[config.mk]
export PLATFORM = sky130hd
export DESIGN_NAME = llpy_sqrt_cell
export DESIGN_NICKNAME = d
export VERILOG_FILES = /design/src/design/llpy_sqrt_cell.sv
export SDC_FILE = /design/constraint.sdc
export NUM_CORES = 1
export LEC_CHECK = 0
export BUFFER_PORTS_ARGS = -buffer_cell sky130_fd_sc_hd__clkbuf_2
export CAP_MARGIN = 20
export CORE_MARGIN = 5
export CORE_UTILIZATION = 56
export CTS_CLUSTER_DIAMETER = 100
export DETAILED_ROUTE_END_ITERATION = 6
export GPL_TIMING_DRIVEN = 1
export PLACE_DENSITY = 0.85
export SYNTH_ARGS = -nofsm -noshare
export SYNTH_HDL_FRONTEND = slang
export SYNTH_SLANG_ARGS = --single-unit
[constraint.sdc]
create_clock -name clk -period 5.4 [get_ports clk]
set_input_delay 0.27 -clock clk [delete_from_list [all_inputs] [get_ports clk]]
set_output_delay 0.27 -clock clk [all_outputs]
set_load 0.005 [all_outputs]
[src/design/llpy_sqrt_cell.sv]
// llpy_sqrt_cell: one result bit of the restoring integer square root
// depends on nothing
`timescale 1ns / 1ps
`default_nettype none
module llpy_sqrt_cell #(
	parameter int BIT_POS = 31
) (
	input  wire logic        clk,
	input  wire logic        en,
	input  wire logic [63:0] rem_in,
	input  wire logic [63:0] root_in,
	output logic      [63:0] rem_q,
	output logic      [63:0] root_q
);
	localparam logic [63:0] BIT = 64'd1 << (2 * BIT_POS);

	logic [64:0] trial;
	assign trial = {1'b0, root_in} + {1'b0, BIT};

	always_ff @(posedge clk) begin
		if (en) begin
			if ({1'b0, rem_in} >= trial) begin
				rem_q  <= rem_in - trial[63:0];
				root_q <= (root_in >> 1) + BIT;
			end else begin
				rem_q  <= rem_in;
				root_q <= root_in >> 1;
			end
		end
	end
endmodule
`default_nettype wire

## Word-level counts from Yosys, hierarchy flattened

Index checks and enable logic that the tools add are counted.

- Bits in registers: 128
- Input bits: 130
- Output and inout bits: 128
- Logic and storage cells: 9

- Add/sub/neg operators: 3
- $lt $le $gt $ge: 1
- Multiplexer cells: 2

Operators with widths:

| cell | number |
|---|---|
| $add 64x63->65 const B | 1 |
| $ge 64x65->1 | 1 |
| $add 63x63->64 const B | 1 |
| $mux 64 | 1 |
| $sub 64x64->64 | 1 |
| $mux 63 | 1 |

## Longest topological paths before layout

Gate-level depths: netlist (run 1).

- Depth after elaboration: 3
- Mapped depth: 15
- Mapped depth without buffers: 12

## Least setup slack after synthesis (run 1)

Ideal clock, no wire load.

- Path kind: input to register
- Start: input port root_in[19]
- End: register rem_q[54], data pin
- Setup time: 0.260 ns
- Arrival time: 2.879 ns
- Data required time: 5.140 ns
- Setup slack: 2.262 ns
- Stages: 13
- Buffers on the path: 3
- Cells stage by stage: inv_1 -> ha_1 -> clkbuf_1 -> nand4_1 -> nor3_1 -> o311ai_2 -> a31o_1 -> a21o_1 -> a211oi_4 -> or2_1 -> buf_4 -> buf_6 -> mux2_2

- Cells in the longest elaborated chain, start to end: 3
- Elaborated cells between the ends (all ways): 4
- Classes of those cells: 2 x add/sub; 1 x order compare; 1 x mux

Ends and longest elaborated chain:

| what | RTL line | RTL |
|---|---|---|
| start: declaration | 11 | `input wire logic [63:0] root_in,` |
| $add 64x63->65 (*) | 18 | `assign trial = {1'b0, root_in} + {1'b0, BIT};` |
| $sub 64x64->64 / $ge 64x65->1 (equally long branches) | 23, 22 |  |
| $mux 64 (*) | 22 | `if ({1'b0, rem_in} >= trial) begin` |
| end signal: assignment | 23 | `rem_q <= rem_in - trial[63:0];` |
| end signal: assignment | 26 | `rem_q <= rem_in;` |
| end: declaration | 12 | `output logic [63:0] rem_q,` |

Every way passes the cells marked *; elsewhere a longest branch is shown, timed or not.
A chain may end at the register's enable or synchronous reset.

## Final worst setup path (run 1)

- Start: input port root_in[8]
- End: register rem_q[13], data pin

The elaborated chain is that of the path after synthesis.

==> results.cfg, run 1 <==
[status]
status = finished clean

[yosys]
synth_most_common_cell = edfxtp_1
syn_inst = 917
async_reset_ff_frac = 0
postSynthAreaPerCell_sq_um = 9.846
ys_ff_latch = 128
yosys_warnings = 0
netlist_area_sq_mm = 0.009029
synth-edff-count = 128
synth_area_leader_cell = edfxtp_1
synth_common_cells = 128 x edfxtp_1, 104 x a21oi_1, 89 x inv_1, 68 x nand2_1, 65 x ha_1
synth_top_cell_area_share = 0.4257
ys.flop_type = edfxtp_1
seq_area_frac_synth = 0.4257
ys_types = 71
synth_nets = 1113
ys_top_cells_by_area = edfxtp_1 43%, ha_1 9.0%, a21oi_1 5.8%

[cells_and_area]
utilization = 0.6964
fillCellCount = 1208
layout-drive-gt1-share = 0.2619
nets = 1359
seq_area_sq_mm = 0.003844
final_cells = 1392
antenna_cells = 0
multi_input_area_sq_mm = 0.004682
areaGrowthSynthToFinish_pct = 22.08

[min_path]
hold_start = root_in[19]
hold_path_class = input port to flip-flop
min_path_cells = 1

[routing]
via_count = 8139
vias_per_cell = 5.847
routed_wl_mm = 25.74
firstDrtPassIters = 6
drt_iter0_markers = 799
drc = 0
wire_per_inst_um = 18.49
detail-route-antenna-nets = 0

[setup_path]
cp.depth = 13
path_buf_inv = 3
criticalPathCategory = input port to flip-flop
critPathLaunch = root_in[8]
worstPathRequired_ns = 5.56
crit_chain = clkbuf_2, inv_1, ha_1, and4_1, nand2_1, a311oi_2, o311ai_2, a31o_1, a21o_1, a211oi_4, or2_2, buf_12, mux2_1
cp_max_fo = 33
worst_path_max_delay_cell = or2_2
crit_arrival_ns = 3.87
max_stage_delay_ns = 0.68
crit_family = compound AO/OA/AOI/OAI gates
endpoint_kind = flip-flop
cp-start-kind = input port

[cts]
cts_buffers = 17
ctsResizeCount = 0
root_buffer = clkbuf_16
clockBufferDepth = 2
path_clk_slew_ns = 0.06
hold_buffers = 0
cts_sinks = 128
cts_tree = built
post_cts_buffers = 0
cts-htree-levels = 4

[floorplan]
start_util = 0.5704
num_rows = 46
die_w_um = 137.0
io_pins = 258
core_region_area_sq_mm = 0.01583
die_h_um = 137.0
die-area_sq_mm = 0.01876

[global_route]
gr-usage-met1 = 0.3546
grt.total_usage = 0.2716
grt_overflow = 0
grt_pass1_vias = 7972
grt_busiest_layer = met2
grt_pass1_wl_mm = 40.15
grt_max_degree = 79
use_met2 = 0.4406
antenna_found_initial = 0
met3_usage = 0.06691

[power]
finalPower_mw = 3.272
irDropWorstVdd_mv = 0.2034
p_leak_nw = 4.970
pwr_density_cell_mw_per_mm2 = 296.8

[sta]
rsz0062_at_grt = no
hold_violations = 0
fmax_ghz = 0.2696
period_needed_ns = 3.710
finalSetupTns_ns = 0
max_slew_margin = 0.4419
period_share = 0.6870
finalSetupViolCount = 0
slew_violations = 0
timing.hold.ws_ns = 0.02941
worstMarginPinSlew_ns = 0.8301

[placed_design]
dp_hpwl_mm = 19.76
port_buffers = 257
place.gp.congestion = 0.9485
dpl.cell_count = 1360

[job]
drv_cap = 0
[report_power, final]
part	switching, mW	internal [mW]
logic	0.516	0.378
clock network	0.437	0.674
registers	0.0305	1.24
[path summary, 6_finish.rpt]
path	slack [ns]	end
setup / recovery	1.69	rem_q[13]$_DFFE_PP_
hold / removal	0.03	root_q[18]$_DFFE_PP_
[routing by layer]
| layer | vias to the layer above | share of wire |
|---|---|---|
| met2 | 392 | 0.47 |
| li1 | 3906 | - |
| met1 | 3778 | 0.41 |
| met4 | 0 | 0.025 |
| met5 | - | 0 |
| met3 | 63 | 0.092 |
[layout by cell type, fill, tap and decap left out, types with 3 or more instances in the layout]
| cell type | instances |
|---|---|
| or3_1 | 5 |
| a31o_2 | 3 |
| o21bai_1 | 19 |
| nor2b_1 | 5 |
| nor3_1 | 29 |
| buf_4 | 3 |
| clkbuf_1 | 4 |
| nor4_1 | 4 |
| mux2_2 | 7 |
| clkinv_4 | 3 |
| and4_1 | 5 |
| and2_1 | 6 |
| or2_2 | 4 |
| o211ai_1 | 14 |
| o31ai_1 | 4 |
| edfxtp_1 | 128 |
| inv_1 | 89 |
| clkbuf_2 | 256 |
| nand3_1 | 15 |
| a21oi_1 | 104 |
| o21a_1 | 13 |
| and3_1 | 13 |
| clkbuf_16 | 17 |
| a21o_1 | 25 |
| nor3b_1 | 4 |
| nand4_1 | 16 |
| a211oi_1 | 4 |
| mux2_1 | 36 |
| clkinv_2 | 3 |
| a31oi_1 | 9 |
| o21ai_0 | 40 |
| nand2_1 | 68 |
| nor2_1 | 50 |
| a22o_1 | 3 |
| xnor2_1 | 36 |
| xor2_1 | 15 |
| ha_1 | 65 |
| mux2i_1 | 4 |
[cells by family after synthesis]
| group | after synthesis | share of synthesized area |
|---|---|---|
| xor+xnor | 51 | 0.04947 |
| mux | 47 | 0.05807 |
| flops | 128 | 0.4257 |
| fa+ha+maj | 66 | 0.09229 |
| simple gates | 230 | 0.1233 |
| buf+inv | 123 | 0.05571 |
| compound gates | 272 | 0.1954 |
[state kept, by name, summed over array words and instances (netlist names)]
signal,count
rem_q,64
root_q,64
[per-stage QoR]
stage | cell area [sq um] | worst slack, ns
3_5_place_dp | 10470 | 1.314
5_1_grt | 11020 | 1.479
2_1_floorplan | 9029 | 2.262
3_3_place_gp | 10470 | 1.457
6_report | 11020 | 1.690
4_1_cts | 11020 | 1.721
[final cells by class]
| class | count | share of cell area |
|---|---|---|
| multi-input cells | 666 | 0.4248 |
| well taps | 216 | 0.02452 |
| inverters | 89 | 0.03031 |
| clock buffers | 21 | 0.03996 |
| repair buffers | 261 | 0.1211 |
| clock inverters | 11 | 0.01056 |
| flip-flops and latches | 128 | 0.3487 |
(Power assumes the default switching activity.)
==> inputs of run 2 (changes only) <==
- ABC_AREA: default -> 1
- CORE_UTILIZATION: 56 -> 50
- PLACE_DENSITY: 0.85 -> 0.78
- clock period: 5.4 -> 3 ns (I/O delays scaled with it)
==> run 2 against run 1 <==
  * The flow now finishes with violations (DRC)
  * Clock-buffer cell count fell by 4
  * Total power rose by 95%
  * Hold slack improved by 0.017 ns
  * Routed wire length rose by 57%
==> results.cfg, run 2 <==
[sta]
layout_setup_ws_ns = 0.1603
finalSetupTns_ns = 0
period_share = 0.9466
timing.hold.ws_ns = 0.04599
slew_violations = 0
max_slew_margin = 0.5519
hold_violations = 0
worstMarginPinSlew_ns = 0.6722
finalSetupViolCount = 0
period_needed_ns = 2.840
rsz0062_at_grt = no
fmax_ghz = 0.3522

[cts]
cts_tree = built
cts_sinks = 128
root_buffer = clkbuf_16
clockBufferDepth = 2
path_clk_slew_ns = 0.07
cts-htree-levels = 4
cts_buffers = 17

[placed_design]
port_buffers = 257
dpl.cell_count = 2258
place.gp.congestion = 0.9525
dp_hpwl_mm = 32.59
dpl_worst_slack_ns = 0.2864

[global_route]
antenna_found_initial = 0
grt_pass1_vias = 11530
grt_max_degree = 67
grt_pass1_wl_mm = 62.82
grt_overflow = 0
grt.total_usage = 0.3120

[yosys]
synth_area_leader_cell = edfxtp_1
synth_most_common_cell = nand2_1
synth_nets = 1928
ys.flop_type = edfxtp_1
syn_inst = 1732
async_reset_ff_frac = 0
yosys_warnings = 0
netlist_area_sq_mm = 0.01112
ys_ff_latch = 128
synth_top_cell_area_share = 0.3455
synth_common_cells = 725 x nand2_1, 398 x inv_1, 132 x nand3_1, 128 x edfxtp_1, 98 x nor2_1
postSynthAreaPerCell_sq_um = 6.423
ys_types = 31
seq_area_frac_synth = 0.3455
synth-edff-count = 128
ys_top_cells_by_area = edfxtp_1 35%, nand2_1 24%, inv_1 13%

[setup_path]
endpoint_kind = flip-flop
cp-start-kind = input port
path_buf_inv = 4
crit_top_cell = nand2_1
crit_arrival_ns = 3.01
worst_path_max_delay_cell = dlygate4sd3_1
crit_chain = dlygate4sd3_1, clkbuf_2, inv_1, ha_1, nand2_1, inv_1, nand2_1, nor2_1, nand4_1, nand3_1, nand3_1, nand2_1, nand2_1, nand3_1, nand2_1
crit_family = simple AND/OR/NAND/NOR gates
worstPathRequired_ns = 3.17
criticalPathCategory = input port to flip-flop
max_stage_delay_ns = 0.53
cp_max_fo = 4

[routing]
via_count = 11830
met3WireLength_mm = 3.474
routed.top_layer = met4
detail-route-antenna-nets = 0
vias_per_cell = 5.028
firstDrtPassIters = 7
wl_met1_mm = 18.21
drc = 1
routed_wl_mm = 40.53
route.met2.wl_mm = 18.11
drt_iter0_markers = 858
wire_per_inst_um = 17.23

[min_path]
hold_path_class = input port to flip-flop

[floorplan]
die_w_um = 159.2
io_pins = 258
start_util = 0.5082
die_h_um = 159.2
num_rows = 54
die-area_sq_mm = 0.02533
core_region_area_sq_mm = 0.02189

[power]
pwr_density_cell_mw_per_mm2 = 458.5
p_leak_nw = 8.087
irDropWorstVdd_mv = 0.3519

[cells_and_area]
final_cell_mix = 725 x nand2_1, 398 x inv_1, 256 x clkbuf_2
final_common_cell = nand2_1
areaGrowthSynthToFinish_pct = 25.37
nets = 2255
utilization = 0.6371
top_regs = rem_q (64), root_q (64)
fillCellCount = 2018
antenna_cells = 0
layout-drive-gt1-share = 0.1651
final_cells = 2352

[job]
drv_cap = 0

[status]
status = finished, violations left
violations = DRC
==> run 2: cell families (layout without fill, tap and decap cells) <==
group,count (synthesis),after routing,synth area share
and+or+nand+nor,1025,1025,0.3800
xor gates and xnor gates,31,31,0.02441
buffers and inverters,431,771,0.1518
AOI/OAI and AO/OA,51,51,0.02328
DFF,128,128,0.3455
adders and majority gates,66,66,0.07491
==> run 2: per-stage QoR <==
step,instance area [sq um],total power [mW]
3_5_place_dp,12760,4.269
3_3_place_gp,12760,4.217
6_report,13950,6.394
2_1_floorplan,11120,3.467
5_1_grt,13950,6.709
4_1_cts,13940,6.377
==> run 2: area by class of cell <==
type	instances	area, sq um	area share
clock buffers	17	425.4	0.03050
inverters	410	1539	0.1103
flip-flops and latches	128	3844	0.2756
multi-input cells	1173	5607	0.4020
clock inverters	15	135.1	0.009689
well taps	280	350.3	0.02512
repair buffers	329	2047	0.1468
==> run 2: repair_timing <==
| action | CTS | global route |
|---|---|---|
| setup buffers | 0 | 0 |
| hold buffers | 62 | 0 |
| endpoints found under the setup margin | 0 | 18 |
| hold endpoints to repair | 62 | 0 |
| resized for setup | 0 | 2 |
==> run 2: path summary, 6_finish.rpt <==
path / start / endpoint / depth (start not counted)
setup / recovery: root_in[15] / rem_q[51]$_DFFE_PP_ / 15
hold / removal: rem_in[6] / rem_q[6]$_DFFE_PP_ / 3
==> run 2: power breakdown <==
group / internal, mW / total, mW / switching, mW
registers: 2.23 / 2.29 / 0.0657
clock network: 1.15 / 2.06 / 0.915
logic: 0.731 / 2.04 / 1.31
==> run 2: routing by layer <==
metal,global-route usage,vias to the layer above
met4,0.07290,0
met2,0.5012,536
met1,0.4387,5334
li1,-,5915
met5,0,-
met3,0.05928,41
==> inputs of run 3 (changes only) <==
- CORE_UTILIZATION: 50 -> 56
- PLACE_DENSITY: 0.78 -> 0.83
- clock period: 3 -> 2.7 ns (I/O delays scaled with it)
==> run 3 against run 2 <==
  * The run now ends clean
  * Flip-flop and latch count stayed put
  * Global-route usage is 5.7 points higher
  * Cell count hardly changed
  * Non-clock buffer count is 13 higher
  * Die area is 10% lower
  * Clock-buffer cell count is 1 higher
  * Hold slack worse by 0.030 ns
  * Routed wire length is 6.0% higher
  * Critical path depth stayed put
  * Critical endpoint is now rem_q[34]$_DFFE_PP_
==> results.cfg, run 3 (same netlist as run 2, synthesis figures left out) <==
[status]
status = finished clean

[cts]
cts_buffers = 17
cts_sinks = 128
cts_tree = built
clockBufferDepth = 2
cts-htree-levels = 4
root_buffer = clkbuf_16
path_clk_slew_ns = 0.07

[routing]
wire_per_inst_um = 18.28
vias_per_cell = 5.346
drt_iter0_markers = 1284
drc = 0
firstDrtPassIters = 6
routed_wl_mm = 42.97
via_count = 12560
wl_met1_mm = 17.29
routed.top_layer = met4
route.met2.wl_mm = 19.33
detail-route-antenna-nets = 0
met3WireLength_mm = 4.461

[job]
drv_cap = 0

[power]
pwr_density_cell_mw_per_mm2 = 505.0
p_int_mw = 4.513
power.share.clock = 0.308
switching_share = 0.3686
combinationalPowerShare = 0.333
p_leak_nw = 8.150
p_sw_mw = 2.635
irDropWorstVdd_mv = 0.4379
seq_power_share = 0.358

[setup_path]
worstPathRequired_ns = 2.87
crit_chain = dlygate4sd3_1, clkbuf_2, ha_1, inv_1, ha_1, inv_1, nor3_4, nand3_1, nor2_2, nand3_1, nand2_1, nor2_4, buf_12, nand3_1, nand2_1
endpoint_kind = flip-flop
crit_family = buffers and inverters
crit_arrival_ns = 2.81
max_stage_delay_ns = 0.55
cp_max_fo = 64
cp-start-kind = input port
worst_path_max_delay_cell = dlygate4sd3_1
crit_top_cell = nand3_1
path_buf_inv = 5
criticalPathCategory = input port to flip-flop

[global_route]
grt.total_usage = 0.3687
grt_pass1_vias = 12110
grt_max_degree = 68
grt_pass1_wl_mm = 64.11
grt_overflow = 0
antenna_found_initial = 0

[sta]
rsz0062_at_grt = yes
worstMarginPinSlew_ns = 0.5133
period_share = 0.9762
fmax_ghz = 0.3794
finalSetupViolCount = 0
hold_violations = 0
slew_violations = 0
max_slew_margin = 0.6578
timing.hold.ws_ns = 0.01577
period_needed_ns = 2.636

[floorplan]
die_w_um = 150.9
num_rows = 51
die-area_sq_mm = 0.02278
core_region_area_sq_mm = 0.01953
io_pins = 258
start_util = 0.5697
die_h_um = 150.9

[cells_and_area]
final_cells = 2350
areaGrowthSynthToFinish_pct = 27.24
fillCellCount = 1525
seq_area_sq_mm = 0.003844
top_regs = rem_q (64), root_q (64)
layout-drive-gt1-share = 0.1856
multi_input_area_sq_mm = 0.005746
final_common_cell = nand2_1
antenna_cells = 0
nets = 2268
final_cell_mix = 714 x nand2_1, 398 x inv_1, 256 x clkbuf_2

[placed_design]
dp_hpwl_mm = 32.72
dpl.cell_count = 2253
port_buffers = 257
place.gp.congestion = 0.9988

[min_path]
hold_start = rem_in[43]
hold_path_class = input port to flip-flop
min_to = rem_q[43]$_DFFE_PP_
min_path_cells = 3
run 3: worst max path at each step:
| stage | startpoint | to | cells after the start |
|---|---|---|---|
| CTS | root_in[62] | rem_q[59]$_DFFE_PP_ | 15 |
| detailed placement | root_in[62] | rem_q[59]$_DFFE_PP_ | 14 |
| floorplan | root_in[62] | rem_q[61]$_DFFE_PP_ | 12 |
| finish | root_in[62] | rem_q[34]$_DFFE_PP_ | 15 |
| global route | root_in[3] | rem_q[30]$_DFFE_PP_ | 20 |
| global placement | root_in[55] | rem_q[29]$_DFFE_PP_ | 13 |
run 3: power by group through the flow:
stage	logic [mW]	registers, mW	clock network [mW]
CTS	2.25	2.55	2.18
finish	2.38	2.56	2.20
global placement	2.10	2.58	0
global route	2.59	2.57	2.29
floorplan	1.25	2.61	0
detailed placement	2.17	2.59	0
run 3: through the flow:
stage / setup WS (ns) / util / total power, mW / cell area, sq um / setup TNS, ns
finish: 0.06426 / 0.7249 / 7.148 / 14150 / 0
global placement: 0.1534 / 0.6568 / 4.683 / 12820 / 0
floorplan: 0.7163 / - / 3.852 / 11120 / 0
CTS: 0.01481 / 0.7161 / 6.982 / 13980 / 0
detailed placement: 0.1302 / 0.6568 / 4.759 / 12820 / 0
global route: -0.03258 / 0.7249 / 7.455 / 14150 / -0.1383
run 3: repair_timing:
item	4_1_cts	5_1_grt
setup buffers	0	3
setup endpoints to repair	0	66
hold endpoints to repair	62	0
hold buffers	62	0
resized for setup	0	41
run 3: layer usage:
metal / vias to the layer above / GRT usage
met4: 0 / 0.1618
met1: 5597 / 0.4851
met3: 147 / 0.06762
met2: 883 / 0.5954
met5: - / 0
li1: 5936 / -
run 3: cell type report:
class / count / share of cell area
Clock inverter: 14 / 0.007690
Multi-Input combinational cell: 1173 / 0.4059
Timing Repair Buffer: 342 / 0.1524
Clock buffer: 18 / 0.03032
Sequential cell: 128 / 0.2715
Inverter: 410 / 0.1087
Tap cell: 265 / 0.02342
