## src/design/llpy_pkg.sv

```systemverilog
// llpy_pkg: shared types, constants and the arctangent table of the look-at block
// depends on nothing
`timescale 1ns / 1ps
`default_nettype none
package llpy_pkg;

	localparam int CORDIC_STEPS_DEF = 16;
	localparam int TABLE_LEN = 24;
	localparam int SQ_CELLS = 32;
	localparam int DW = 33;
	localparam int XW = 36;
	localparam int ZW = 33;
	localparam int AW = 20;

	localparam logic signed [AW-1:0] PI_Q16 = 20'sd205887;
	localparam logic signed [AW-1:0] HALF_PI_Q16 = 20'sd102944;

	typedef enum logic [1:0] {
		SEL_CORDIC   = 2'd0,
		SEL_ZERO     = 2'd1,
		SEL_POS_HALF = 2'd2,
		SEL_NEG_HALF = 2'd3
	} ang_sel_t;

	typedef struct packed {
		logic                   unch;
		ang_sel_t               p_sel;
		ang_sel_t               y_sel;
		logic                   add_pi;
		logic signed [31:0]     p_y;
		logic signed [XW-1:0]   yaw_x;
		logic signed [XW-1:0]   yaw_y;
	} side_t;

	// atan(2^-i) in q2.30
	function automatic logic signed [ZW-1:0] atan_q30(input int i);
		logic signed [ZW-1:0] v;
		case (i)
			0: v = 33'sd843314857;
			1: v = 33'sd497837829;
			2: v = 33'sd263043837;
			3: v = 33'sd133525159;
			4: v = 33'sd67021687;
			5: v = 33'sd33543516;
			6: v = 33'sd16775851;
			7: v = 33'sd8388437;
			8: v = 33'sd4194283;
			9: v = 33'sd2097149;
			10: v = 33'sd1048576;
			11: v = 33'sd524288;
			12: v = 33'sd262144;
			13: v = 33'sd131072;
			14: v = 33'sd65536;
			15: v = 33'sd32768;
			16: v = 33'sd16384;
			17: v = 33'sd8192;
			18: v = 33'sd4096;
			19: v = 33'sd2048;
			20: v = 33'sd1024;
			21: v = 33'sd512;
			22: v = 33'sd256;
			23: v = 33'sd128;
			default: v = '0;
		endcase
		return v;
	endfunction

endpackage
`default_nettype wire

```

## src/design/llpy_cordic_cell.sv

```systemverilog
// llpy_cordic_cell: one vectoring micro-rotation with a fixed shift
// depends on llpy_pkg
`timescale 1ns / 1ps
`default_nettype none
module llpy_cordic_cell #(
	parameter int SHIFT = 0
) (
	input  wire logic                          clk,
	input  wire logic                          en,
	input  wire logic signed [llpy_pkg::XW-1:0] x_in,
	input  wire logic signed [llpy_pkg::XW-1:0] y_in,
	input  wire logic signed [llpy_pkg::ZW-1:0] z_in,
	output logic      signed [llpy_pkg::XW-1:0] x_q,
	output logic      signed [llpy_pkg::XW-1:0] y_q,
	output logic      signed [llpy_pkg::ZW-1:0] z_q
);
	localparam logic signed [llpy_pkg::ZW-1:0] ATAN = llpy_pkg::atan_q30(SHIFT);

	logic signed [llpy_pkg::XW-1:0] xs, ys;
	assign xs = x_in >>> SHIFT;
	assign ys = y_in >>> SHIFT;

	always_ff @(posedge clk) begin
		if (en) begin
			if (!y_in[llpy_pkg::XW-1]) begin
				x_q <= x_in + ys;
				y_q <= y_in - xs;
				z_q <= z_in + ATAN;
			end else begin
				x_q <= x_in - ys;
				y_q <= y_in + xs;
				z_q <= z_in - ATAN;
			end
		end
	end
endmodule
`default_nettype wire

```

## config.mk

```make
export PLATFORM = sky130hd
export DESIGN_NAME = llpy_cordic_cell
export DESIGN_NICKNAME = d
export VERILOG_FILES = /design/src/design/llpy_pkg.sv /design/src/design/llpy_cordic_cell.sv
export SDC_FILE = /design/constraint.sdc
export NUM_CORES = 1
export LEC_CHECK = 0
export BUFFER_PORTS_ARGS = -buffer_cell sky130_fd_sc_hd__buf_2
export CORE_UTILIZATION = 55
export DETAILED_ROUTE_END_ITERATION = 6
export MAX_ROUTING_LAYER = met4
export PLACE_DENSITY = 0.8
export SETUP_SLACK_MARGIN = 0.02
export SYNTH_ARGS = -nofsm -noshare
export SYNTH_HDL_FRONTEND = slang
export SYNTH_SLANG_ARGS = --single-unit
export TNS_END_PERCENT = 5
```

## constraint.sdc

```tcl
create_clock -name clk -period 8.6 [get_ports clk]
set_clock_uncertainty 0.2 [all_clocks]
set_input_delay 1.29 -clock clk [delete_from_list [all_inputs] [get_ports clk]]
set_output_delay 1.29 -clock clk [all_outputs]
set_load 0.02 [all_outputs]
```

=== Yosys cells after proc, flatten, opt, wreduce, memory -nomap -nowiden ===
Index checks and enable logic that the tools add are counted.

* Multiplexer cells: 3
* Add/sub/neg operators: 5

{| class="wikitable"
|+ Operators by type and width
! kind !! number
|-
| 36-bit 2-to-1 mux || 2
|-
| 36-bit subtractor || 2
|-
| 36-bit adder || 1
|-
| 33-bit by 31-bit adder with 33-bit output (second input constant) || 1
|-
| 33-bit 2-to-1 mux || 1
|-
| 33-bit by 31-bit subtractor with 33-bit output (second input constant) || 1
|}

* Register bits: 105

=== Logic depth before layout (Yosys ltp) ===
Gate-level depths: netlist of the first run.

* Depth in word-level cells: 2
* Gate-level depth with buffers: 13
* Gate-level depth less buffers: 12

=== Worst setup path before layout of the first run ===
No wires, ideal clock.

* Path type: in2reg
* Start point: input y_in[35] (netlist name)
* End point: register z_q[32] (netlist name), data pin
* Data arrival time: 4.227 ns
* Slack: 3.913 ns
* Stages on the path: 12
* Cells stage by stage: clkinv_1 > clkbuf_1 > ha_1 > a21o_1 > a221oi_1 > o21ai_0 > o2bb2ai_1 > nor3_1 > o31ai_1 > a311oi_1 > o21ai_0 > xnor2_1

* Word-level cells in the longest chain between the ends: 1

{| class="wikitable"
|+ RTL lines
! item !! RTL line !! text
|-
| start, declared || llpy_cordic_cell.sv:11 || <nowiki>input wire logic signed [llpy_pkg::XW-1:0] y_in,</nowiki>
|-
| 33-bit 2-to-1 mux || llpy_cordic_cell.sv:25 || <nowiki>if (!y_in[llpy_pkg::XW-1]) begin</nowiki>
|-
| end signal, assigned || llpy_cordic_cell.sv:28 || <nowiki>z_q <= z_in + ATAN;</nowiki>
|-
| end signal, assigned || llpy_cordic_cell.sv:32 || <nowiki>z_q <= z_in - ATAN;</nowiki>
|-
| end, declared || llpy_cordic_cell.sv:15 || <nowiki>output logic signed [llpy_pkg::ZW-1:0] z_q</nowiki>
|}

No other way between the ends.
A chain may end at the register's enable or synchronous reset.

=== Worst setup path after layout of the first run ===
Ends and elaborated chain as after synthesis.

==> results of run 1 <==
through the flow:
stage | total power (uW) | hold WS [ns] | util | cell area, sq um | instances
detailed placement | 1540 | 1.38 | 0.634 | 12000 | 1682
finish | 2000 | 1.01 | 0.651 | 12300 | 1698
floorplan | 1270 | 1.20 | - | 10800 | 1255
CTS | 2000 | 1.00 | 0.651 | 12300 | 1698
global placement | 1530 | 1.38 | 0.634 | 12000 | 1682
global route | 2100 | 1.01 | 0.651 | 12300 | 1698
how the worst max path moves through the flow:
stage | endpoint | slack, ns | cells past startpoint
3_5_place_dp | z_q[32] | 3.57 | 12
3_3_place_gp | z_q[32] | 3.62 | 12
4_1_cts | z_q[32] | 3.97 | 12
2_1_floorplan | z_q[32] | 3.91 | 12
5_1_grt | z_q[32] | 3.59 | 12
6_report | z_q[32] | 3.95 | 12
kinds of logic after synthesis:
logic type	share of synthesized area
AO/OA/AOI/OAI	0.260
AND/OR/NAND/NOR	0.131
adder cells (fa/ha/maj)	0.167
multiplexers	0.0158
buffers and inverters	0.0598
flip-flops	0.289
XOR/XNOR	0.0770
critical path: stages:
cell and delay, ns:
sky130_fd_sc_hd__buf_4 0.33, sky130_fd_sc_hd__inv_2 0.23, sky130_fd_sc_hd__ha_1 0.41, sky130_fd_sc_hd__a21o_1 0.19, sky130_fd_sc_hd__a221oi_1 0.43, sky130_fd_sc_hd__o21ai_0 0.18
sky130_fd_sc_hd__o2bb2ai_1 0.20, sky130_fd_sc_hd__nor3_1 0.28, sky130_fd_sc_hd__o31ai_1 0.20, sky130_fd_sc_hd__a311oi_1 0.45, sky130_fd_sc_hd__o21ai_0 0.21, sky130_fd_sc_hd__xnor2_1 0.15
area by class of cell:
class                   instances  area [sq um]  area share
clock inverters                 7          97.6     0.00791
multi-input cells             987          7030       0.570
inverters                     116           435      0.0353
flip-flops and latches        104          3120       0.253
repair buffers                215          1090      0.0885
clock buffers                   9           225      0.0183
well taps                     260           325      0.0264
power groups by stage:
| stage | Sequential [uW] | Clock [uW] | Combinational [uW] |
|---|---|---|---|
| 3_3_place_gp | 707 | 0 | 822 |
| 2_1_floorplan | 820 | 0 | 455 |
| 6_report | 697 | 458 | 849 |
| 4_1_cts | 699 | 464 | 835 |
| 3_5_place_dp | 710 | 0 | 830 |
| 5_1_grt | 705 | 481 | 913 |
Yosys cell counts (all sizes together), types with 5 or more instances:
master | instances | area [sq um]
o21ai | 89 | 449
or3 | 6 | 42.5
nor4 | 6 | 37.5
clkbuf | 28 | 105
o21a | 12 | 90.1
and3 | 9 | 56.3
a21oi | 158 | 791
o211ai | 10 | 88.8
edfxtp | 104 | 3120
a211oi | 15 | 118
xor2 | 18 | 158
o21bai | 30 | 225
mux2i | 17 | 170
nand2b | 12 | 75.1
buf | 20 | 105
a21o | 36 | 270
o22ai | 5 | 31.3
a211o | 5 | 43.8
a31oi | 9 | 56.3
o31ai | 17 | 133
nand3 | 18 | 90.1
nor2b | 13 | 81.3
and2 | 10 | 62.6
a2111oi | 5 | 75.1
nor2 | 106 | 405
nand2 | 58 | 218
nor3 | 28 | 140
a311oi | 8 | 82.6
ha | 138 | 1730
inv | 113 | 424
nand4 | 10 | 62.6
or2 | 7 | 43.8
xnor2 | 77 | 674
per-layer routing:
| layer | part of all wire | vias to the layer above |
|---|---|---|
| met3 | 0.084 | 70 |
| met2 | 0.45 | 539 |
| met5 | 0 | - |
| li1 | - | 4893 |
| met4 | 0.036 | 0 |
| met1 | 0.43 | 4795 |
sequential cells by signal, indices dropped and copies added (netlist names):
name	flops
x_q	36
y_q	35
z_q	33
==> results_tabular.tex, run 1 <==
\begin{tabular}{lr}
\hline
Metric & Value \\
\hline
\multicolumn{2}{l}{\textbf{Run status}} \\
Result of the run & finished clean \\
\multicolumn{2}{l}{\textbf{Power}} \\
Part of the total power dissipated in sequential elements & 0.348 \\
Clock share of power & 0.229 \\
Proportion of total power due to net switching & 0.396 \\
Peak ir drop on the vdd network & 0.0977 mV \\
Leakage component of the power & $\sim$0.0056 uW \\
Power per standard cell area & 162 mW/mm\^{}2 \\
Combinational group share of total power & 0.424 \\
Design internal power & 1210 uW \\
Psw & 793 uW \\
\multicolumn{2}{l}{\textbf{Timing}} \\
Smallest setup slack after layout & 3.95 ns \\
Slew at the pin closest to its max-slew limit & 1.03 ns \\
Aggregate negative setup slack & 0 ns \\
Maximum achievable frequency & roughly 220 MHz \\
Final-report setup violation count & 0 \\
Number of slew-limit violations in the final report & 0 \\
Part of the cycle the worst path needs & 0.541 \\
Hold violation total from the final report & 0 \\
Slew Limit Headroom & 0.306 \\
Unrepaired setup endpoints after global routing & no \\
Tmin final & 4.65 ns \\
\multicolumn{2}{l}{\textbf{Yosys}} \\
Ys flop type & sky130\_fd\_sc\_hd\_\_edfxtp\_1 \\
Gate Count Post-Synth & 1,255 \\
Ys async rst share & 0 \\
Post-Syn Area per Cell & 8.61 sq um \\
EDFF count, synth & 104 \\
Post-synth design cell area & 0.0108 sq mm \\
Syn Nets & around 1,500 \\
Syn. warnings & 0 \\
Register bit total from synthesis & 104 \\
Number of distinct library cell variants in the gate-level netlist after synthesis & 74 \\
Register area share after synthesis & 0.289 \\
\multicolumn{2}{l}{\textbf{Drt}} \\
Final routed wire length divided by cell count & 18.9 um \\
Residual DRC & 0 \\
Detailed Routing Iterations Pass 1 & 6 \\
Final ANT Viol Nets & 0 \\
Starting DRT DRC Count & about 1,000 \\
Final routed wirelength across all metal layers & 32,100 um \\
Total number of vias & 10,300 \\
Avg Vias per Cell & 6.06 \\
\multicolumn{2}{l}{\textbf{Clock tree}} \\
Post-CTS Repair Setup Buffers & 0 \\
Total CTS buffers & 9 \\
CTS Root Buffer Type & sky130\_fd\_sc\_hd\_\_clkbuf\_16 \\
TritonCTS clock tree & done \\
Hold buffer count at cts & 0 \\
CTS Sinks & 104 \\
Number of H-tree levels & 3 \\
Clk slew on worst S/H paths & 0.08 ns \\
Maximum count of clock buffers along a single path & 2 \\
Cts repair resizes & 0 \\
\multicolumn{2}{l}{\textbf{Cells and area}} \\
Syn-to-layout area delta & 14.2\% \\
Most used cells in the layout excluding fill and tap cells & sky130\_fd\_sc\_hd\_\_buf\_2, sky130\_fd\_sc\_hd\_\_a21oi\_1, sky130\_fd\_sc\_hd\_\_ha\_1, sky130\_fd\_sc\_hd\_\_inv\_1, sky130\_fd\_sc\_hd\_\_nor2\_1 \\
Antenna diode instance count & 0 \\
Count of fill cells added during filler insertion & 1,676 \\
Most frequent standard cell in the layout excluding fill and tap cells & sky130\_fd\_sc\_hd\_\_buf\_2 \\
Final layout net count & approximately 1,700 \\
Share of cells above drive strength 1 & 0.179 \\
\multicolumn{2}{l}{\textbf{Hold path}} \\
Worst hold endpoint & z\_q[0] \\
Hold Startpoint & z\_in[0] \\
Min-Delay Path Depth & 2 \\
Type of the tightest min-delay check & input port to flip-flop \\
\multicolumn{2}{l}{\textbf{Run}} \\
Number of violations of the max-capacitance limit & 0 \\
\multicolumn{2}{l}{\textbf{Die}} \\
Row count & 50 \\
I/O pins & 212 \\
Initial core utilization & 0.570 \\
Horizontal die dimension & 142 um \\
Chip Height & between 100 and 150 um \\
Overall die area & 0.0202 sq mm \\
Core region area & 0.0190 sq mm \\
\multicolumn{2}{l}{\textbf{Global route}} \\
Met2 capacity usage during global routing & 0.506 \\
Number of global-route vias before repair & 9,630 \\
Total congestion overflow after global routing & 0 \\
Highest-utilization routing layer at the global route stage & met2 \\
Antenna violations before repair & 0 \\
Largest net degree at the start of global routing & 71 \\
Global-route usage over all layers & 0.324 \\
GR Util met1 & 0.423 \\
Global-route met3 utilization & 0.0437 \\
Global-route wire length before repair & 49,400 um \\
\multicolumn{2}{l}{\textbf{Worst setup path}} \\
Type of the worst setup path & input port to flip-flop \\
Start point of the critical path & y\_in[35] \\
Crit end category & flip-flop \\
Kind of launch point of the worst setup path & input port \\
Data arrival time at the worst-slack endpoint & 4.58 ns \\
Data required time of the critical path & 8.53 ns \\
CP max FO & 33 \\
\multicolumn{2}{l}{\textbf{Place}} \\
Number of port buffers & 211 \\
Post-DP HPWL & 25,400 um \\
Setup Slack @ Placement & about 3.6 ns \\
Routability congestion estimate from global placement & 1.04 \\
\hline
\end{tabular}
(Power assumes the default switching activity.)
==> run 2: changes to the inputs <==
--- a/config.mk
+++ b/config.mk
@@ -5,11 +5,12 @@
 export SDC_FILE = /design/constraint.sdc
 export NUM_CORES = 1
 export LEC_CHECK = 0
+export ABC_AREA = 1
 export BUFFER_PORTS_ARGS = -buffer_cell sky130_fd_sc_hd__buf_2
 export CORE_UTILIZATION = 55
 export DETAILED_ROUTE_END_ITERATION = 6
 export MAX_ROUTING_LAYER = met4
-export PLACE_DENSITY = 0.8
+export PLACE_DENSITY = 0.78
 export SETUP_SLACK_MARGIN = 0.02
 export SYNTH_ARGS = -nofsm -noshare
 export SYNTH_HDL_FRONTEND = slang
==> constraint.sdc (replaced) <==
create_clock -name clk -period 4.45 [get_ports clk]
set_clock_uncertainty 0.2 [all_clocks]
set_input_delay 0.6675 -clock clk [delete_from_list [all_inputs] [get_ports clk]]
set_output_delay 0.6675 -clock clk [all_outputs]
set_load 0.02 [all_outputs]
==> run 2 against run 1 <==
  * Hold slack got worse by 0.62 ns
  * Critical endpoint unchanged
  * Clock power rose by 76%
  * Sequential share of layout area decreased by 3.9 points
  * Critical path depth shrank 2
  * Combinational power grew 120%
  * Synthesized area increased by 22%
  * Highest routed layer unchanged
==> results_tabular.tex, run 2 <==
\begin{tabular}{lr}
\hline
Metric & Value \\
\hline
\multicolumn{2}{l}{\textbf{Run status}} \\
Result of the run & finished clean \\
\multicolumn{2}{l}{\textbf{Hold path}} \\
Type of the tightest min-delay check & input port to flip-flop \\
\multicolumn{2}{l}{\textbf{Global route}} \\
Global-route usage over all layers & 0.366 (+0.0415) \\
Total congestion overflow after global routing & 0 (unchanged) \\
Number of global-route vias before repair & 12,800 (+32\%) \\
Global-route wire length before repair & 66,400 um (+35\%) \\
Largest net degree at the start of global routing & 64 (-9.9\%) \\
Antenna violations before repair & 0 (unchanged) \\
\multicolumn{2}{l}{\textbf{Die}} \\
Horizontal die dimension & 157 um (+10\%) \\
Initial core utilization & 0.561 (-0.00929) \\
Core region area & 0.0235 sq mm (+24\%) \\
Overall die area & 0.0245 sq mm (+21\%) \\
Row count & 56 (+12\%) \\
Chip Height & 157 um (+10\%) \\
I/O pins & 212 (unchanged) \\
\multicolumn{2}{l}{\textbf{Cells and area}} \\
Most used cells in the layout excluding fill and tap cells & sky130\_fd\_sc\_hd\_\_nand2\_1, sky130\_fd\_sc\_hd\_\_inv\_1, sky130\_fd\_sc\_hd\_\_buf\_2, sky130\_fd\_sc\_hd\_\_nor2\_1, sky130\_fd\_sc\_hd\_\_nand3\_1 \\
Antenna diode instance count & 0 (unchanged) \\
Most frequent standard cell in the layout excluding fill and tap cells & sky130\_fd\_sc\_hd\_\_nand2\_1 \\
Share of cells above drive strength 1 & 0.167 (-0.0121) \\
Syn-to-layout area delta & 10.9\% \\
Final layout net count & 2,417 (+44\%) \\
Biggest regs & x\_q x36, y\_q x35, z\_q x33 \\
Number of standard cells in the layout, taps in and fillers out & 2,491 (+47\%) \\
Largest register by flop count & x\_q \\
Flip-flop count of the largest register, all copies and words added & 36 (unchanged) \\
\multicolumn{2}{l}{\textbf{Drt}} \\
Final routed wirelength across all metal layers & 43,600 um (+36\%) \\
Detailed Routing Iterations Pass 1 & 5 (-1) \\
Avg Vias per Cell & 5.61 (-7.5\%) \\
Residual DRC & 0 (unchanged) \\
Total number of vias & 14,000 (+36\%) \\
Final ANT Viol Nets & 0 (unchanged) \\
Final routed wire length divided by cell count & 17.5 um (-7.5\%) \\
Starting DRT DRC Count & 1,288 (+29\%) \\
\multicolumn{2}{l}{\textbf{Worst setup path}} \\
Type of the worst setup path & input port to flip-flop \\
Kind of launch point of the worst setup path & input port \\
CP max FO & 27 (-18\%) \\
Data required time of the critical path & 4.36 ns (-4.17 ns) \\
Crit end category & flip-flop \\
Data arrival time at the worst-slack endpoint & 3.22 ns (-1.36 ns) \\
\multicolumn{2}{l}{\textbf{Clock tree}} \\
Maximum count of clock buffers along a single path & 2 (unchanged) \\
CTS Sinks & 104 (unchanged) \\
Post-CTS Repair Setup Buffers & 0 (unchanged) \\
Clk slew on worst S/H paths & 0.07 ns (about the same) \\
CTS Root Buffer Type & sky130\_fd\_sc\_hd\_\_clkbuf\_16 \\
Cts repair resizes & 0 (unchanged) \\
TritonCTS clock tree & done \\
Hold buffer count at cts & 0 (unchanged) \\
Number of H-tree levels & 3 (unchanged) \\
Total CTS buffers & 9 (unchanged) \\
\multicolumn{2}{l}{\textbf{Timing}} \\
Maximum achievable frequency & approximately 300 MHz \\
Slew at the pin closest to its max-slew limit & 0.825 ns (-0.203 ns) \\
Tmin final & between 3 and 4 ns \\
Final-report setup violation count & 0 (unchanged) \\
Slew Limit Headroom & 0.450 (+0.144) \\
Number of slew-limit violations in the final report & 0 (unchanged) \\
Hold violation total from the final report & 0 (unchanged) \\
Unrepaired setup endpoints after global routing & no \\
Aggregate negative setup slack & 0 ns (unchanged) \\
Part of the cycle the worst path needs & 0.744 \\
\multicolumn{2}{l}{\textbf{Yosys}} \\
Ys flop type & sky130\_fd\_sc\_hd\_\_edfxtp\_1 \\
Register area share after synthesis & 0.237 (-0.0518) \\
Syn. warnings & 0 (unchanged) \\
Cell types with the highest counts after synthesis & sky130\_fd\_sc\_hd\_\_nand2\_1, sky130\_fd\_sc\_hd\_\_inv\_1, sky130\_fd\_sc\_hd\_\_nor2\_1 \\
Cell taking the most area after synthesis & sky130\_fd\_sc\_hd\_\_edfxtp\_1 \\
Number of distinct library cell variants in the gate-level netlist after synthesis & 48 (-35\%) \\
Most instantiated library cell after synthesis & sky130\_fd\_sc\_hd\_\_nand2\_1 \\
Largest cells by area after synthesis & sky130\_fd\_sc\_hd\_\_edfxtp\_1, sky130\_fd\_sc\_hd\_\_nand2\_1, sky130\_fd\_sc\_hd\_\_ha\_1 \\
Post-Syn Area per Cell & 6.61 sq um (-23\%) \\
Syn Nets & 2,239 (+49\%) \\
Post-synth design cell area & 0.0132 sq mm (+22\%) \\
Ys async rst share & 0 (unchanged) \\
Fraction of synthesized cell area taken by the top area cell type & 0.237 (-0.0518) \\
EDFF count, synth & 104 (unchanged) \\
Gate Count Post-Synth & 1,990 (+59\%) \\
Register bit total from synthesis & 104 (unchanged) \\
\multicolumn{2}{l}{\textbf{Run}} \\
Number of violations of the max-capacitance limit & 0 (unchanged) \\
\multicolumn{2}{l}{\textbf{Power}} \\
Power per standard cell area & 274 mW/mm\^{}2 (+69\%) \\
Peak ir drop on the vdd network & 0.241 mV (+150\%) \\
Leakage component of the power & 0.00751 uW (+35\%) \\
\multicolumn{2}{l}{\textbf{Place}} \\
Number of port buffers & 211 (unchanged) \\
Post-DP HPWL & 36,800 um (+45\%) \\
Routability congestion estimate from global placement & 1.10 (+6.1\%) \\
Number of cells in the design after placement & 2,476 (+47\%) \\
\hline
\end{tabular}
## run 2: cell count changes in the layout (fill, tap and decap cells not counted), moves of 29 or more
cell / delta
sky130_fd_sc_hd__inv_1: +152
sky130_fd_sc_hd__nand2_1: +505
sky130_fd_sc_hd__nand3_1: +139
sky130_fd_sc_hd__nor2_1: +54
sky130_fd_sc_hd__nor2_2: +29
sky130_fd_sc_hd__xnor2_1: -68
## run 2: power by group
| group | total, uW | internal (uW) | switching [uW] |
|---|---|---|---|
| combinational | 1880 | 581 | 1300 |
| sequential | 1310 | 1270 | 39.1 |
| clock | 804 | 431 | 373 |
## run 2: area by class of cell
type,count,area (sq um)
clock buffer,9,225
clock inverter,6,58.8
fill,2293,8880
inverter,295,1110
multi-input combinational,1542,8580
sequential,104,3120
tap,319,399
timing repair buffer,216,1100
## run 2: logic make-up (layout without fill, tap and decap cells)
kind of cell,after synthesis,in the layout,share of synthesized area
xor gates and xnor gates,53,53,0.0353
AOI/OAI and AO/OA,354,354,0.155
DFF,104,104,0.237
adders and majority gates,142,142,0.137
buffers and inverters,344,526,0.111
and+or+nand+nor,993,993,0.325
## run 2: final timing paths
check,start,end,cells past startpoint
worst max-delay path,y_in[35],z_q[32],10
worst min-delay path,z_in[0],z_q[0],2
## run 2: critical path, stage by stage
cell,delay [ns]
sky130_fd_sc_hd__buf_2,0.50
sky130_fd_sc_hd__inv_2,0.33
sky130_fd_sc_hd__ha_1,0.44
sky130_fd_sc_hd__nand2_1,0.11
sky130_fd_sc_hd__o21ai_0,0.22
sky130_fd_sc_hd__a21oi_1,0.12
sky130_fd_sc_hd__o21ai_0,0.45
sky130_fd_sc_hd__nand4_1,0.20
sky130_fd_sc_hd__nand3_1,0.12
sky130_fd_sc_hd__nand2_1,0.06
## run 2: per-stage QoR
stage | setup WS, ns | instance area, sq um | utilization | power [uW] | hold WS, ns
4_1_cts | 1.15 | 14600 | 0.621 | 3970 | 0.391
3_5_place_dp | 0.777 | 14300 | 0.609 | 3180 | 0.752
5_1_grt | 0.858 | 14600 | 0.621 | 4220 | 0.416
2_1_floorplan | 1.27 | 13200 | - | 2610 | 0.580
6_report | 1.14 | 14600 | 0.621 | 4000 | 0.390
3_3_place_gp | 0.822 | 14300 | 0.609 | 3150 | 0.746
## run 2: metal layers
metal	share of wire	global-route usage	wire [um]
met5	0	-	0
met4	0.039	0.160	1720
met1	0.43	0.467	18700
met3	0.083	0.0357	3620
met2	0.45	0.587	19600
